### src/rtl/ctea_pkg.sv
// Shared types and constants for the chained TEA block decryptor.
// No dependencies; imported by every module of the block.
package ctea_pkg;

   localparam int unsigned CSR_ADDR_W = 5;
   localparam int unsigned CSR_DATA_W = 32;

   localparam logic [2:0] REG_KEY0  = 3'd0;
   localparam logic [2:0] REG_KEY1  = 3'd1;
   localparam logic [2:0] REG_KEY2  = 3'd2;
   localparam logic [2:0] REG_KEY3  = 3'd3;
   localparam logic [2:0] REG_DELTA = 3'd4;

   localparam logic [31:0] DELTA_RESET = 32'hab451fc4;
   localparam logic [4:0]  SALT_SKIP   = 5'd3;

   localparam logic [1:0] STATUS_OK      = 2'd0;
   localparam logic [1:0] STATUS_TRAILER = 2'd1;
   localparam logic [1:0] STATUS_SHORT   = 2'd2;

   localparam logic [1:0] POS_FIRST  = 2'd0;
   localparam logic [1:0] POS_SECOND = 2'd1;
   localparam logic [1:0] POS_LATER  = 2'd2;

   typedef logic [3:0][31:0] key_type;

   typedef struct packed {
      logic [63:0] cipher_block;
      logic        last_block;
   } req_payload_type;

   typedef struct packed {
      logic [63:0] plain_bytes;
      logic [3:0]  byte_count;
      logic        end_of_message;
      logic [1:0]  status;
   } rsp_payload_type;

   typedef struct packed {
      req_payload_type beat;
      logic [1:0]      position;
   } queue_entry_type;

   typedef struct packed {
      logic full;
      logic empty;
   } queue_flags_type;

   typedef enum logic [1:0] {
      ST_IDLE,
      ST_ROUND,
      ST_FINISH
   } back_state_type;

endpackage

### src/rtl/ctea_front.sv
// Front end: accepts cipher beats and tags each with its position in the message.
// Depends on ctea_pkg.
module ctea_front
   import ctea_pkg::*;
(
   input  logic            clock,
   input  logic            reset,
   input  logic            req_valid,
   output logic            req_stall,
   input  req_payload_type req_payload,
   input  queue_flags_type q_flags,
   output logic            q_push,
   output queue_entry_type q_entry
);

   logic [1:0] position_ff, position_in;

   assign req_stall = q_flags.full;
   assign q_push    = req_valid && !q_flags.full;

   assign q_entry.beat     = req_payload;
   assign q_entry.position = position_ff;

   // position saturates at "later"; the last beat restarts the message
   always_comb begin
      position_in = position_ff;
      if (q_push) begin
         if (req_payload.last_block) begin
            position_in = POS_FIRST;
         end else if (position_ff != POS_LATER) begin
            position_in = position_ff + 2'd1;
         end
      end
   end

   always_ff @(posedge clock) begin
      if (reset) begin
         position_ff <= POS_FIRST;
      end else begin
         position_ff <= position_in;
      end
   end

endmodule

### src/rtl/ctea_queue.sv
// Two-entry queue between the front end and the decrypt engine.
// Depends on ctea_pkg.
module ctea_queue
   import ctea_pkg::*;
(
   input  logic            clock,
   input  logic            reset,
   input  logic            push,
   input  queue_entry_type push_entry,
   input  logic            pop,
   output queue_entry_type head_entry,
   output queue_flags_type flags
);

   queue_entry_type entry_ff [2];
   logic            wr_ptr_ff, wr_ptr_in;
   logic            rd_ptr_ff, rd_ptr_in;
   logic [1:0]      count_ff, count_in;

   assign flags.full  = (count_ff == 2'd2);
   assign flags.empty = (count_ff == 2'd0);
   assign head_entry  = entry_ff[rd_ptr_ff];

   always_comb begin
      wr_ptr_in = push ? !wr_ptr_ff : wr_ptr_ff;
      rd_ptr_in = pop ? !rd_ptr_ff : rd_ptr_ff;
      count_in  = count_ff;
      if (push && !pop) begin
         count_in = count_ff + 2'd1;
      end else if (pop && !push) begin
         count_in = count_ff - 2'd1;
      end
   end

   always_ff @(posedge clock) begin
      if (reset) begin
         wr_ptr_ff <= 1'b0;
         rd_ptr_ff <= 1'b0;
         count_ff  <= 2'd0;
      end else begin
         wr_ptr_ff <= wr_ptr_in;
         rd_ptr_ff <= rd_ptr_in;
         count_ff  <= count_in;
      end
   end

   always_ff @(posedge clock) begin
      if (push) begin
         entry_ff[wr_ptr_ff] <= push_entry;
      end
   end

endmodule

### src/rtl/ctea_back.sv
// Decrypt engine: iterative TEA half-rounds, chaining, header/pad/salt strip, result register.
// Depends on ctea_pkg.
module ctea_back
   import ctea_pkg::*;
#(
   parameter int ROUNDS = 16
) (
   input  logic            clock,
   input  logic            reset,
   input  key_type         key,
   input  logic [31:0]     round_delta,
   input  logic [31:0]     sum_start,
   input  queue_entry_type head_entry,
   input  queue_flags_type q_flags,
   output logic            q_pop,
   output logic            rsp_valid,
   input  logic            rsp_stall,
   output rsp_payload_type rsp_payload
);

   localparam int STEPS  = 2 * ROUNDS;
   localparam int STEP_W = $clog2(STEPS);
   localparam logic [STEP_W-1:0] LAST_STEP = STEP_W'(STEPS - 1);

   back_state_type  state_ff, state_in;
   logic [STEP_W-1:0] step_ff, step_in;
   logic [31:0]     y_ff, y_in, z_ff, z_in, sum_ff, sum_in;
   queue_entry_type cur_ff, cur_in;
   logic [63:0]     prev_ff, prev_in, chain_ff, chain_in;
   logic [2:0]      pad_ff, pad_in;
   logic            rsp_valid_ff, rsp_valid_in;
   rsp_payload_type rsp_payload_ff, rsp_payload_in;

   logic            out_free, load_en, finish_en;
   logic            phase;
   logic [31:0]     src, ka, kb, mix, dst;
   logic [63:0]     chain_new, plain, chain_next, chain_src, loaded;
   logic [2:0]      pad_eff;
   logic [4:0]      skip_total, start, skip_raw;
   logic [3:0]      skip;
   rsp_payload_type result;

   assign out_free    = !rsp_valid_ff || !rsp_stall;
   assign rsp_valid   = rsp_valid_ff;
   assign rsp_payload = rsp_payload_ff;

   // next state
   always_comb begin
      state_in = state_ff;
      unique case (state_ff)
         ST_IDLE: begin
            if (!q_flags.empty) state_in = ST_ROUND;
         end
         ST_ROUND: begin
            if (step_ff == LAST_STEP) state_in = ST_FINISH;
         end
         ST_FINISH: begin
            if (out_free) state_in = q_flags.empty ? ST_IDLE : ST_ROUND;
         end
         default: state_in = ST_IDLE;
      endcase
   end

   // FSM outputs
   always_comb begin
      load_en   = 1'b0;
      finish_en = 1'b0;
      unique case (state_ff)
         ST_IDLE:   load_en = !q_flags.empty;
         ST_ROUND:  load_en = 1'b0;
         ST_FINISH: begin
            finish_en = out_free;
            load_en   = out_free && !q_flags.empty;
         end
         default:   load_en = 1'b0;
      endcase
   end

   assign q_pop = load_en;

   // one half-round: even steps update z from y, odd steps update y from z
   always_comb begin
      phase = step_ff[0];
      src   = phase ? z_ff : y_ff;
      ka    = phase ? key[1] : key[3];
      kb    = phase ? key[0] : key[2];
      mix   = ((src >> 5) + ka) ^ ((src << 4) + kb) ^ (sum_ff + src);
      dst   = (phase ? y_ff : z_ff) - mix;
   end

   // post-processing of the finished block
   always_comb begin
      chain_new  = {y_ff, z_ff};
      plain      = chain_new ^ prev_ff;
      pad_eff    = (cur_ff.position == POS_FIRST) ? plain[58:56] : pad_ff;
      skip_total = {2'b00, pad_eff} + SALT_SKIP;
      start      = {cur_ff.position, 3'b000};
      skip_raw   = (skip_total > start) ? (skip_total - start) : 5'd0;
      skip       = (skip_raw > 5'd8) ? 4'd8 : skip_raw[3:0];

      result.plain_bytes    = '0;
      result.byte_count     = 4'd0;
      result.end_of_message = cur_ff.beat.last_block;
      result.status         = STATUS_OK;
      if (!cur_ff.beat.last_block) begin
         result.byte_count = 4'd8 - skip;
         if (!skip[3]) begin
            result.plain_bytes = plain << {skip[2:0], 3'b000};
         end
      end else if (cur_ff.position == POS_FIRST || skip >= 4'd2) begin
         result.status = STATUS_SHORT;
      end else begin
         if (plain[55:0] != 56'd0) result.status = STATUS_TRAILER;
         if (skip == 4'd0) begin
            result.byte_count  = 4'd1;
            result.plain_bytes = {plain[63:56], 56'd0};
         end
      end

      chain_next = cur_ff.beat.last_block ? 64'd0 : chain_new;
      chain_src  = (state_ff == ST_FINISH) ? chain_next : chain_ff;
      loaded     = head_entry.beat.cipher_block ^ chain_src;
   end

   always_comb begin
      step_in        = step_ff;
      y_in           = y_ff;
      z_in           = z_ff;
      sum_in         = sum_ff;
      cur_in         = cur_ff;
      prev_in        = prev_ff;
      chain_in       = chain_ff;
      pad_in         = pad_ff;
      rsp_valid_in   = rsp_valid_ff && rsp_stall;
      rsp_payload_in = rsp_payload_ff;

      if (state_ff == ST_ROUND) begin
         step_in = step_ff + STEP_W'(1);
         if (phase) begin
            y_in   = dst;
            sum_in = sum_ff - round_delta;
         end else begin
            z_in = dst;
         end
      end

      if (finish_en) begin
         rsp_valid_in   = 1'b1;
         rsp_payload_in = result;
         chain_in       = chain_next;
         prev_in        = cur_ff.beat.last_block ? 64'd0 : cur_ff.beat.cipher_block;
         pad_in         = cur_ff.beat.last_block ? 3'd0 : pad_eff;
      end

      if (load_en) begin
         cur_in  = head_entry;
         y_in    = loaded[63:32];
         z_in    = loaded[31:0];
         sum_in  = sum_start;
         step_in = '0;
      end
   end

   always_ff @(posedge clock) begin
      if (reset) begin
         state_ff     <= ST_IDLE;
         step_ff      <= '0;
         prev_ff      <= 64'd0;
         chain_ff     <= 64'd0;
         pad_ff       <= 3'd0;
         rsp_valid_ff <= 1'b0;
      end else begin
         state_ff     <= state_in;
         step_ff      <= step_in;
         prev_ff      <= prev_in;
         chain_ff     <= chain_in;
         pad_ff       <= pad_in;
         rsp_valid_ff <= rsp_valid_in;
      end
   end

   always_ff @(posedge clock) begin
      y_ff           <= y_in;
      z_ff           <= z_in;
      sum_ff         <= sum_in;
      cur_ff         <= cur_in;
      rsp_payload_ff <= rsp_payload_in;
   end

endmodule

### src/rtl/chained_tea_block_decrypt.sv
// Top level of the chained TEA block decryptor: CSR file and front/queue/back wiring.
// Depends on ctea_pkg, ctea_front, ctea_queue, ctea_back.
//
//   port group   | dir | beat contents
//   req_*        | in  | cipher_block, last_block (valid/stall)
//   rsp_*        | out | plain_bytes, byte_count, end_of_message, status (valid/stall)
//   csr_*        | i/o | APB writes/reads of key_word_0..3, round_delta
//
// Each block runs 2*ROUNDS half-rounds in one shared TEA round unit plus one finish step;
// the chaining loop through that unit means the next block is loaded only in that finish
// step. A two-beat input queue keeps req_ accepting while the engine works; a held
// result on rsp_ does not stop the rounds of the next block.
// Reset is synchronous and clears all message state; keys reset to 0.
module chained_tea_block_decrypt
   import ctea_pkg::*;
#(
   parameter int ROUNDS = 16
) (
   input  logic                  clock,
   input  logic                  reset,
   input  logic                  req_valid,
   output logic                  req_stall,
   input  req_payload_type       req_payload,
   output logic                  rsp_valid,
   input  logic                  rsp_stall,
   output rsp_payload_type       rsp_payload,
   input  logic                  csr_psel,
   input  logic                  csr_penable,
   input  logic                  csr_pwrite,
   input  logic [CSR_ADDR_W-1:0] csr_paddr,
   input  logic [CSR_DATA_W-1:0] csr_pwdata,
   output logic [CSR_DATA_W-1:0] csr_prdata,
   output logic                  csr_pready
);

   key_type         key_ff, key_in;
   logic [31:0]     delta_ff, delta_in;
   logic [31:0]     sum_start_ff, sum_start_in;
   logic            csr_wr;
   logic [2:0]      csr_index;

   queue_flags_type q_flags;
   queue_entry_type q_push_entry, q_head;
   logic            q_push, q_pop;

   assign csr_pready = 1'b1;
   assign csr_index  = csr_paddr[4:2];
   assign csr_wr     = csr_psel && csr_penable && csr_pwrite;

   always_comb begin
      key_in   = key_ff;
      delta_in = delta_ff;
      if (csr_wr) begin
         unique case (csr_index)
            REG_KEY0:  key_in[0] = csr_pwdata;
            REG_KEY1:  key_in[1] = csr_pwdata;
            REG_KEY2:  key_in[2] = csr_pwdata;
            REG_KEY3:  key_in[3] = csr_pwdata;
            REG_DELTA: delta_in  = csr_pwdata;
            default:   delta_in  = delta_ff;
         endcase
      end
      // starting sum, wraps mod 2^32
      sum_start_in = delta_in * 32'(ROUNDS);
   end

   always_comb begin
      unique case (csr_index)
         REG_KEY0:  csr_prdata = key_ff[0];
         REG_KEY1:  csr_prdata = key_ff[1];
         REG_KEY2:  csr_prdata = key_ff[2];
         REG_KEY3:  csr_prdata = key_ff[3];
         REG_DELTA: csr_prdata = delta_ff;
         default:   csr_prdata = '0;
      endcase
   end

   always_ff @(posedge clock) begin
      if (reset) begin
         key_ff       <= '0;
         delta_ff     <= DELTA_RESET;
         sum_start_ff <= DELTA_RESET * 32'(ROUNDS);
      end else begin
         key_ff       <= key_in;
         delta_ff     <= delta_in;
         sum_start_ff <= sum_start_in;
      end
   end

   ctea_front u_front (
      .clock       (clock),
      .reset       (reset),
      .req_valid   (req_valid),
      .req_stall   (req_stall),
      .req_payload (req_payload),
      .q_flags     (q_flags),
      .q_push      (q_push),
      .q_entry     (q_push_entry)
   );

   ctea_queue u_queue (
      .clock      (clock),
      .reset      (reset),
      .push       (q_push),
      .push_entry (q_push_entry),
      .pop        (q_pop),
      .head_entry (q_head),
      .flags      (q_flags)
   );

   ctea_back #(
      .ROUNDS (ROUNDS)
   ) u_back (
      .clock       (clock),
      .reset       (reset),
      .key         (key_ff),
      .round_delta (delta_ff),
      .sum_start   (sum_start_ff),
      .head_entry  (q_head),
      .q_flags     (q_flags),
      .q_pop       (q_pop),
      .rsp_valid   (rsp_valid),
      .rsp_stall   (rsp_stall),
      .rsp_payload (rsp_payload)
   );

endmodule

### config.mk
export PLATFORM = sky130hd
export DESIGN_NAME = chained_tea_block_decrypt
export DESIGN_NICKNAME = d
export VERILOG_FILES = /design/src/rtl/ctea_pkg.sv /design/src/rtl/ctea_front.sv /design/src/rtl/ctea_queue.sv /design/src/rtl/ctea_back.sv /design/src/rtl/chained_tea_block_decrypt.sv
export SDC_FILE = /design/constraint.sdc
export NUM_CORES = 2
export LEC_CHECK = 0
export ABC_AREA = 1
export BUFFER_PORTS_ARGS = -buffer_cell sky130_fd_sc_hd__buf_2
export CORE_ASPECT_RATIO = 1.75
export CORE_MARGIN = 2
export CORE_UTILIZATION = 50
export CTS_CLUSTER_DIAMETER = 80
export DETAILED_ROUTE_END_ITERATION = 12
export MAX_ROUTING_LAYER = met4
export PLACE_DENSITY = 0.64
export SLEW_MARGIN = 25
export SYNTH_ARGS = -nofsm -noshare
export SYNTH_HDL_FRONTEND = slang
export SYNTH_HIERARCHICAL = 1
export SYNTH_SLANG_ARGS = --single-unit
### constraint.sdc
create_clock -name clock -period 10.39 [get_ports clock]
set_input_delay 1.039 -clock clock [delete_from_list [all_inputs] [get_ports clock]]
set_output_delay 1.039 -clock clock [all_outputs]
set_load 0.1 [all_outputs]
# --- Word-level counts from Yosys, hierarchy flattened ---
# Memories as Yosys holds them, arrays and structs flattened. A register that Yosys moved wholly into a read port is not among the register bits.
# Cells that the tools add are included.
totals:
  register_bits: 543
  output_inout_bits: 106
  memories: 1
  input_bits: 109
  ramBits: 134
op_classes:
  n_lt_le_gt_ge: 3
  eq_ne: 13
  n_mux: 45
  reduce_logical: 38
  n_bitwise: 5
  shift: 1
  add_sub_neg: 12
memory_table:
  columns: ["name", "words", "word_bits", "rd", "rd_ports_with_merged_regs", "write_ports", "line_no", "rtl"]
  rows:
  - ["u_queue.entry_ff", 2, 67, 1, 1, 1, "ctea_queue.sv:15", "queue_entry_type entry_ff [2];"]
ops:
  columns: ["op", "n"]
  rows:
  - ["$mux W32", 13]
  - ["$mux W64", 4]
  - ["$mux W68", 3]
  - ["$pmux W32 S5", 1]
  - ["$xor A64 B64 Y64", 2]
  - ["$add A32 B32 Y32", 2]
  - ["$shl A64 B6 Y64", 1]
  - ["$sub A32 B32 Y32", 2]
  - ["$xor A32 B32 Y32", 2]
  - ["$mux W28", 2]
  - ["$reduce_bool A56 Y1", 1]
  - ["$add A27 B32 Y32", 1]
  - ["$mux W2", 8]
  - ["$reduce_and A2 Y1", 8]
  - ["$logic_not A1 Y1", 8]
  - ["$mux W1", 8]
  - ["$reduce_bool A2 Y1", 4]
  - ["$logic_and A1 B1 Y1", 7]
  - ["$eq A3 B2 Y1 const B", 2]
  - ["$logic_not A2 Y1", 3]
  - ["$mux W3", 2]
  - ["$ne A2 B2 Y1 const B", 3]
  - ["$pmux W2 S3", 1]
  - ["$add A5 B1 Y5 const B", 1]
  - ["23 further kinds", 28]

# --- Logic depth before layout (Yosys ltp) ---
depth:
  word_depth: 11
  depth_mapped: 35
  ltp_nobuf: 31

# --- By module ---
# The synthesis kept the hierarchy.
modules_own_cells:
  columns: ["module", "area_each_um2", "n_inst", "cells_per_inst"]
  rows:
  - ["ctea_back", 28272.1, 1, 4049]
  - ["chained_tea_block_decrypt", 8029.0, 1, 1261]
  - ["ctea_queue", 5173.7, 1, 241]
  - ["ctea_front", 628.1, 1, 87]

# --- Worst setup path after synthesis ---
# Ideal clock, no wire load.
synth_timing:
  path_type: "flip-flop to flip-flop"
  startpoint: "reg u_back.step_ff[0]"
  endpoint: "reg u_back.sum_ff[0], enable pin"
  path_slack_ns: 4.393
  stages_incl_launch_ff: 6
  required_ns: 9.816
  setup_ns: 0.574
  arrival_ns: 5.422
  path_buffers: 3
  cell_sequence: "dfxtp_1 -> buf_2 -> inv_1 -> buf_2 -> clkbuf_1 -> o21ai_0"
synth_via:
  elab_chain_cells: 2
synth_lines:
  columns: ["element", "line_no", "rtl"]
  rows:
  - ["start: declaration", "ctea_back.sv:26", "logic [STEP_W-1:0] step_ff, step_in;"]
  - ["start signal: assignment", "ctea_back.sv:174", "step_ff <= step_in;"]
  - ["$reduce_bool A2 Y1 (no line)", null, null]
  - ["$reduce_and A2 Y1 (no line)", null, null]
  - ["end signal: assignment", "ctea_back.sv:185", "sum_ff <= sum_in;"]
  - ["end: declaration", "ctea_back.sv:27", "logic [31:0] y_ff, y_in, z_ff, z_in, sum_ff, sum_in;"]
# Every way passes these cells.
# A chain may end at the register's enable or synchronous reset.

# --- Worst setup path after layout ---
layout_timing:
  startpoint: "reg u_back.step_ff[0]"
  endpoint: "reg u_back.y_ff[26] (data pin)"
layout_via:
  elab_chain_cells: 8
  word_cells_on_any_way: 13
  classes_between: "add/sub (4); mux (7); bitwise (2)"
layout_lines:
  columns: ["element", "line_no", "rtl"]
  rows:
  - ["$mux W32 (on tied branches)", "ctea_back.sv:84, ctea_back.sv:85, ctea_back.sv:86", null]
  - ["$add A27 B32 Y32 or $add A32 B32 Y32 (tied branches)", "ctea_back.sv:87", "mix = ((src >> 5) + ka) ^ ((src << 4) + kb) ^ (sum_ff + src);"]
  - ["$xor A32 B32 Y32 (2 in a row)", "ctea_back.sv:87", null]
  - ["$sub A32 B32 Y32 (*)", "ctea_back.sv:88", "dst = (phase ? y_ff : z_ff) - mix;"]
  - ["$mux W32 (*)", "ctea_back.sv:139", "if (phase) begin"]
  - ["$mux W32 (*)", "ctea_back.sv:137", "if (state_ff == ST_ROUND) begin"]
  - ["$mux W32 (*)", "ctea_back.sv:155", "if (load_en) begin"]
  - ["named net u_back.y_in[26]", "ctea_back.sv:27", null]
  - ["end signal: assignment", "ctea_back.sv:183", "y_ff <= y_in;"]
  - ["end: declaration", "ctea_back.sv:27", null]
# Mark *: on every way through the listed nets, which the timed path passes. The rest lies on a longest branch. The select of a mux whose other input is x is not followed.

==> run summary <==
The run finished with clean final reports. Gates resized during post-CTS repair numbered 0. At the end of routability-driven placement, the weighted congestion stood at 1.02. The number of optimization iterations in the first detailed-route pass was 7. The launching element type of the critical path is a register. After clock tree synthesis, the flow added hold-fix buffers numbering 0.

The slowest library cell on the worst path is dfxtp_4. The type of the most critical hold path is register to register. The synthesized design spends more area on one cell type than any other, namely edfxtp_1. Yosys printed 6 warnings. Subtracting the final worst setup slack from the clock period gives 6.92 ns. The clock tree synthesis step divided the H-tree into 3 levels.

In this run the standard cell core region covers 83400 um^2. The die boundary height works out to 388 um. TritonCTS built the clock tree.

The area growth from synthesis to layout is 8.16%. The number of placement rows came out at 140. Top-level port count: 215. The actual transition at the worst max-transition pin is 1.09 ns, and the share of cells above drive strength 1 is 0.0914. For this run the aggregate overflow at the end of global routing stands at 0. The floorplan step set the die width to 223 um. The die covers 86600 um^2. Setup violations remaining at the end of the flow were counted as 0. The pin count of the biggest net entering global routing came out at 92. The number of library cell types mapped by synthesis was 61; the setup TNS was 0 ns. The synthesized area per cell was 7.47 um^2; the reg-to-reg setup timing slack was 3.47 ns.

The fraction of post-synthesis cell area in the top cell type by area was 0.262. The type of the worst setup path was register to register. The tools report the part of the Yosys area used for sequential elements as 0.408. In this run the most critical hold path is launched from u_back/chain_ff[28]$_SDFFE_PP0P_. Yosys instantiated no cell more often than nand2_1. The detail route stage leaves a number of antenna-violating nets equal to 0. After clock tree synthesis, the clock-pin slew on the worst setup and hold paths is 0.06 ns.

The number of global-route vias before repair came out at 36500. The worst setup path is captured at a register. The async set-reset flop share out of synthesis is 0. The clock arrives with 0.0239 ns of skew. The run gives 148000 um as the routed wire length.

The detailed-route vias per instance was 5.59. Static timing analysis puts the maximum clock frequency at 145 MHz. For the detailed-placement wirelength estimate, the log shows 111000 um. Dividing the detail-routed wire length by the instance count gives 21.7 um. The worst register-to-register path ends at u_back/y_ff[26]$_DFFE_PP_. The final max-slew violation count was 0. The filler cells instantiated in the layout total 8135.

The net count of the finished layout is 5938. Along the worst hold path, the cell count comes to 2. The startpoint identified for the worst register-to-register timing path is u_back/step_ff[0]$_SDFFE_PP0P_.

The number of clock buffers added by TritonCTS is 67. The worst setup path startpoint was u_back/step_ff[0]$_SDFFE_PP0P_. The mapped netlist covers 42100 um^2. The endpoint required time on the critical path is 10.76 ns, and the remaining routing DRC violations is 0. The cell count after synthesis came out at 5638.

Setup repair after global routing left no endpoint under its margin. The most instantiated flip-flop cell in the synthesis netlist is edfxtp_1. The final hold violation count is 0, and the cell count of the worst reg-to-reg path is 23. On the worst path, the slowest cell contributes a delay of 0.78 ns. After the first detailed-routing iteration, the DRC count stood at 2944. The post-synthesis register bit count works out to 674.

Post-CTS timing repair inserted 0 buffers for setup. In the post-synthesis netlist, the biggest area contributors are edfxtp_1 (26%), dfxtp_1 (15%), nand2_1 (14%), nor2_1 (5.7%), o21ai_0 (4.8%). The global-route wire length before repair was 217000 um; the total routing resource utilization after global routing was 0.345. Final cycle utilization of the critical path: 0.666. Across the run, the number of max-cap violations was 0. For the detailed-route via count, the log shows 37900. The logs give 3 for the buffer levels on the longest clock path and 0.68 ns for the clock latency on the worst-skew pair. The logs give 2 for the initial antenna violation count and 0.505 for the effective utilization at floorplan.

The tree is rooted in a clkbuf_16. The tools report the normalized max-slew margin as 0.271. Largest fanout on the critical path: 70.

The clock drives 674 sinks. Yosys mapped a number of flops with a built-in enable equal to 368. Buffers placed on the I/O ports in this run total 211. The signal on the critical path passes through buf_4 > nand2_1 > nand2_1 > ha_1 > nand2_1 > inv_1 > nand2_1 > nand2_1 > a21oi_1 > nand2_1 > a21oi_1 > xor2_1 > xor2_1 > ha_1 > nand2_1 > nand2_1 > a31oi_1 > o21ai_0 > inv_1 > nand3_1 > a21o_1 > o21ai_0 > o21ai_0. Sorting the synthesized cells by how often they occur yields nand2_1 (1592), nor2_1 (635), inv_1 (512), o21ai_0 (407), nand3_1 (382).

The tools report the arrival time of the worst setup path as 7.29 ns. The most numerous cell type found on the critical path is nand2_1. The path with the worst hold slack has its endpoint at u_back/chain_ff[28]$_SDFFE_PP0P_.
registers in the layout, summed over array words and instances, names as in the netlist, named ones only:
signal and cells:
u_front/position_ff 2, u_back/sum_ff 32, delta_ff 32, u_back/z_ff 32
u_back/prev_ff 64, u_back/chain_ff 64, u_queue/count_ff 2, u_back/y_ff 32
u_queue/rd_ptr_ff 1, u_back/pad_ff 3, u_queue/wr_ptr_ff 1, u_queue/entry_ff 134
u_back/step_ff 5, u_back/rsp_payload 71, u_back/cur_ff 67, u_back/rsp_valid 1
u_back/state_ff 2, key_ff 128
per-stage QoR:
step            util  worst slack, ns  instances  hold slack [ns]  area (um^2)
2_1_floorplan      -             4.39       5641            0.441        42100
3_5_place_dp   0.519             3.56       6663            0.452        43300
3_3_place_gp   0.519             3.59       6661            0.448        43300
5_1_grt        0.546             3.29       6787            0.471        45500
4_1_cts        0.546             3.53       6785            0.462        45500
6_report       0.546             3.47       6787            0.460        45500
routing by layer:
layer  track usage  share of wire  up-vias
met5             -              0        -
met2         0.636           0.53     1360
li1              -              -    18500
met4         0.238          0.079        0
met1         0.333           0.34    17600
met3        0.0433          0.052      456
kinds of logic (layout without fill, tap and decap cells):
family / after synthesis / count (layout) / share of synthesized area
AO/OA/AOI/OAI: 890 / 890 / 0.115
XOR/XNOR: 215 / 215 / 0.0451
adder cells (fa/ha/maj): 162 / 162 / 0.0490
buffers and inverters: 841 / 920 / 0.0896
flip-flops: 674 / 674 / 0.408
multiplexers: 68 / 68 / 0.0208
other: 2 / 7 / 0.000178
AND/OR/NAND/NOR: 2786 / 2786 / 0.273
cell type report:
cell class                 count  area, um^2  area share
sequential                   674       17200       0.377
multi-input combinational   4126       21200       0.466
clock buffer                  87        1820      0.0401
antenna                        2        5.00    0.000110
inverter                     525        1990      0.0437
tap                         1065        1330      0.0293
clock inverter                35         397     0.00871
timing repair buffer         273        1570      0.0344
worst max-delay path by stage:
stage / endpoint / slack [ns]
final: u_back/y_ff[26]$_DFFE_PP_ / 3.47
after global routing: u_back/z_ff[26]$_DFFE_PP_ / 3.29
after CTS: u_back/y_ff[26]$_DFFE_PP_ / 3.53
after detailed placement: u_back/y_ff[26]$_DFFE_PP_ / 3.56
after global placement: u_back/y_ff[26]$_DFFE_PP_ / 3.59
after floorplan: u_back/sum_ff[0]$_DFFE_PP_ / 4.39
worst max-delay path: cells and delay by family, from the launching register on:
family	cells	cell delay, ns
and+or+nand+nor	9	1.41
DFF	1	0.78
xor gates and xnor gates	2	0.47
buffers and inverters	3	0.94
adders and majority gates	2	0.65
AOI/OAI and AO/OA	7	2.30
layout by cell type, fill, tap and decap left out, types with 23 or more instances in the layout:
cell	n
nand2_1	1592
mux2_2	37
nand3_1	382
clkbuf_16	69
o21ai_0	403
buf_2	210
nor2_1	631
edfxtp_1	368
nand4_1	69
nor3_1	23
xnor2_1	107
a21o_1	31
buf_4	60
xor2_1	107
mux2_4	30
inv_1	506
o211ai_1	28
a21oi_1	299
dfxtp_1	304
a31oi_1	26
o21ai_1	27
ha_1	157
Power is not shown: default switching activity piles up to over one toggle a cycle in this logic, so the estimate is an artifact.
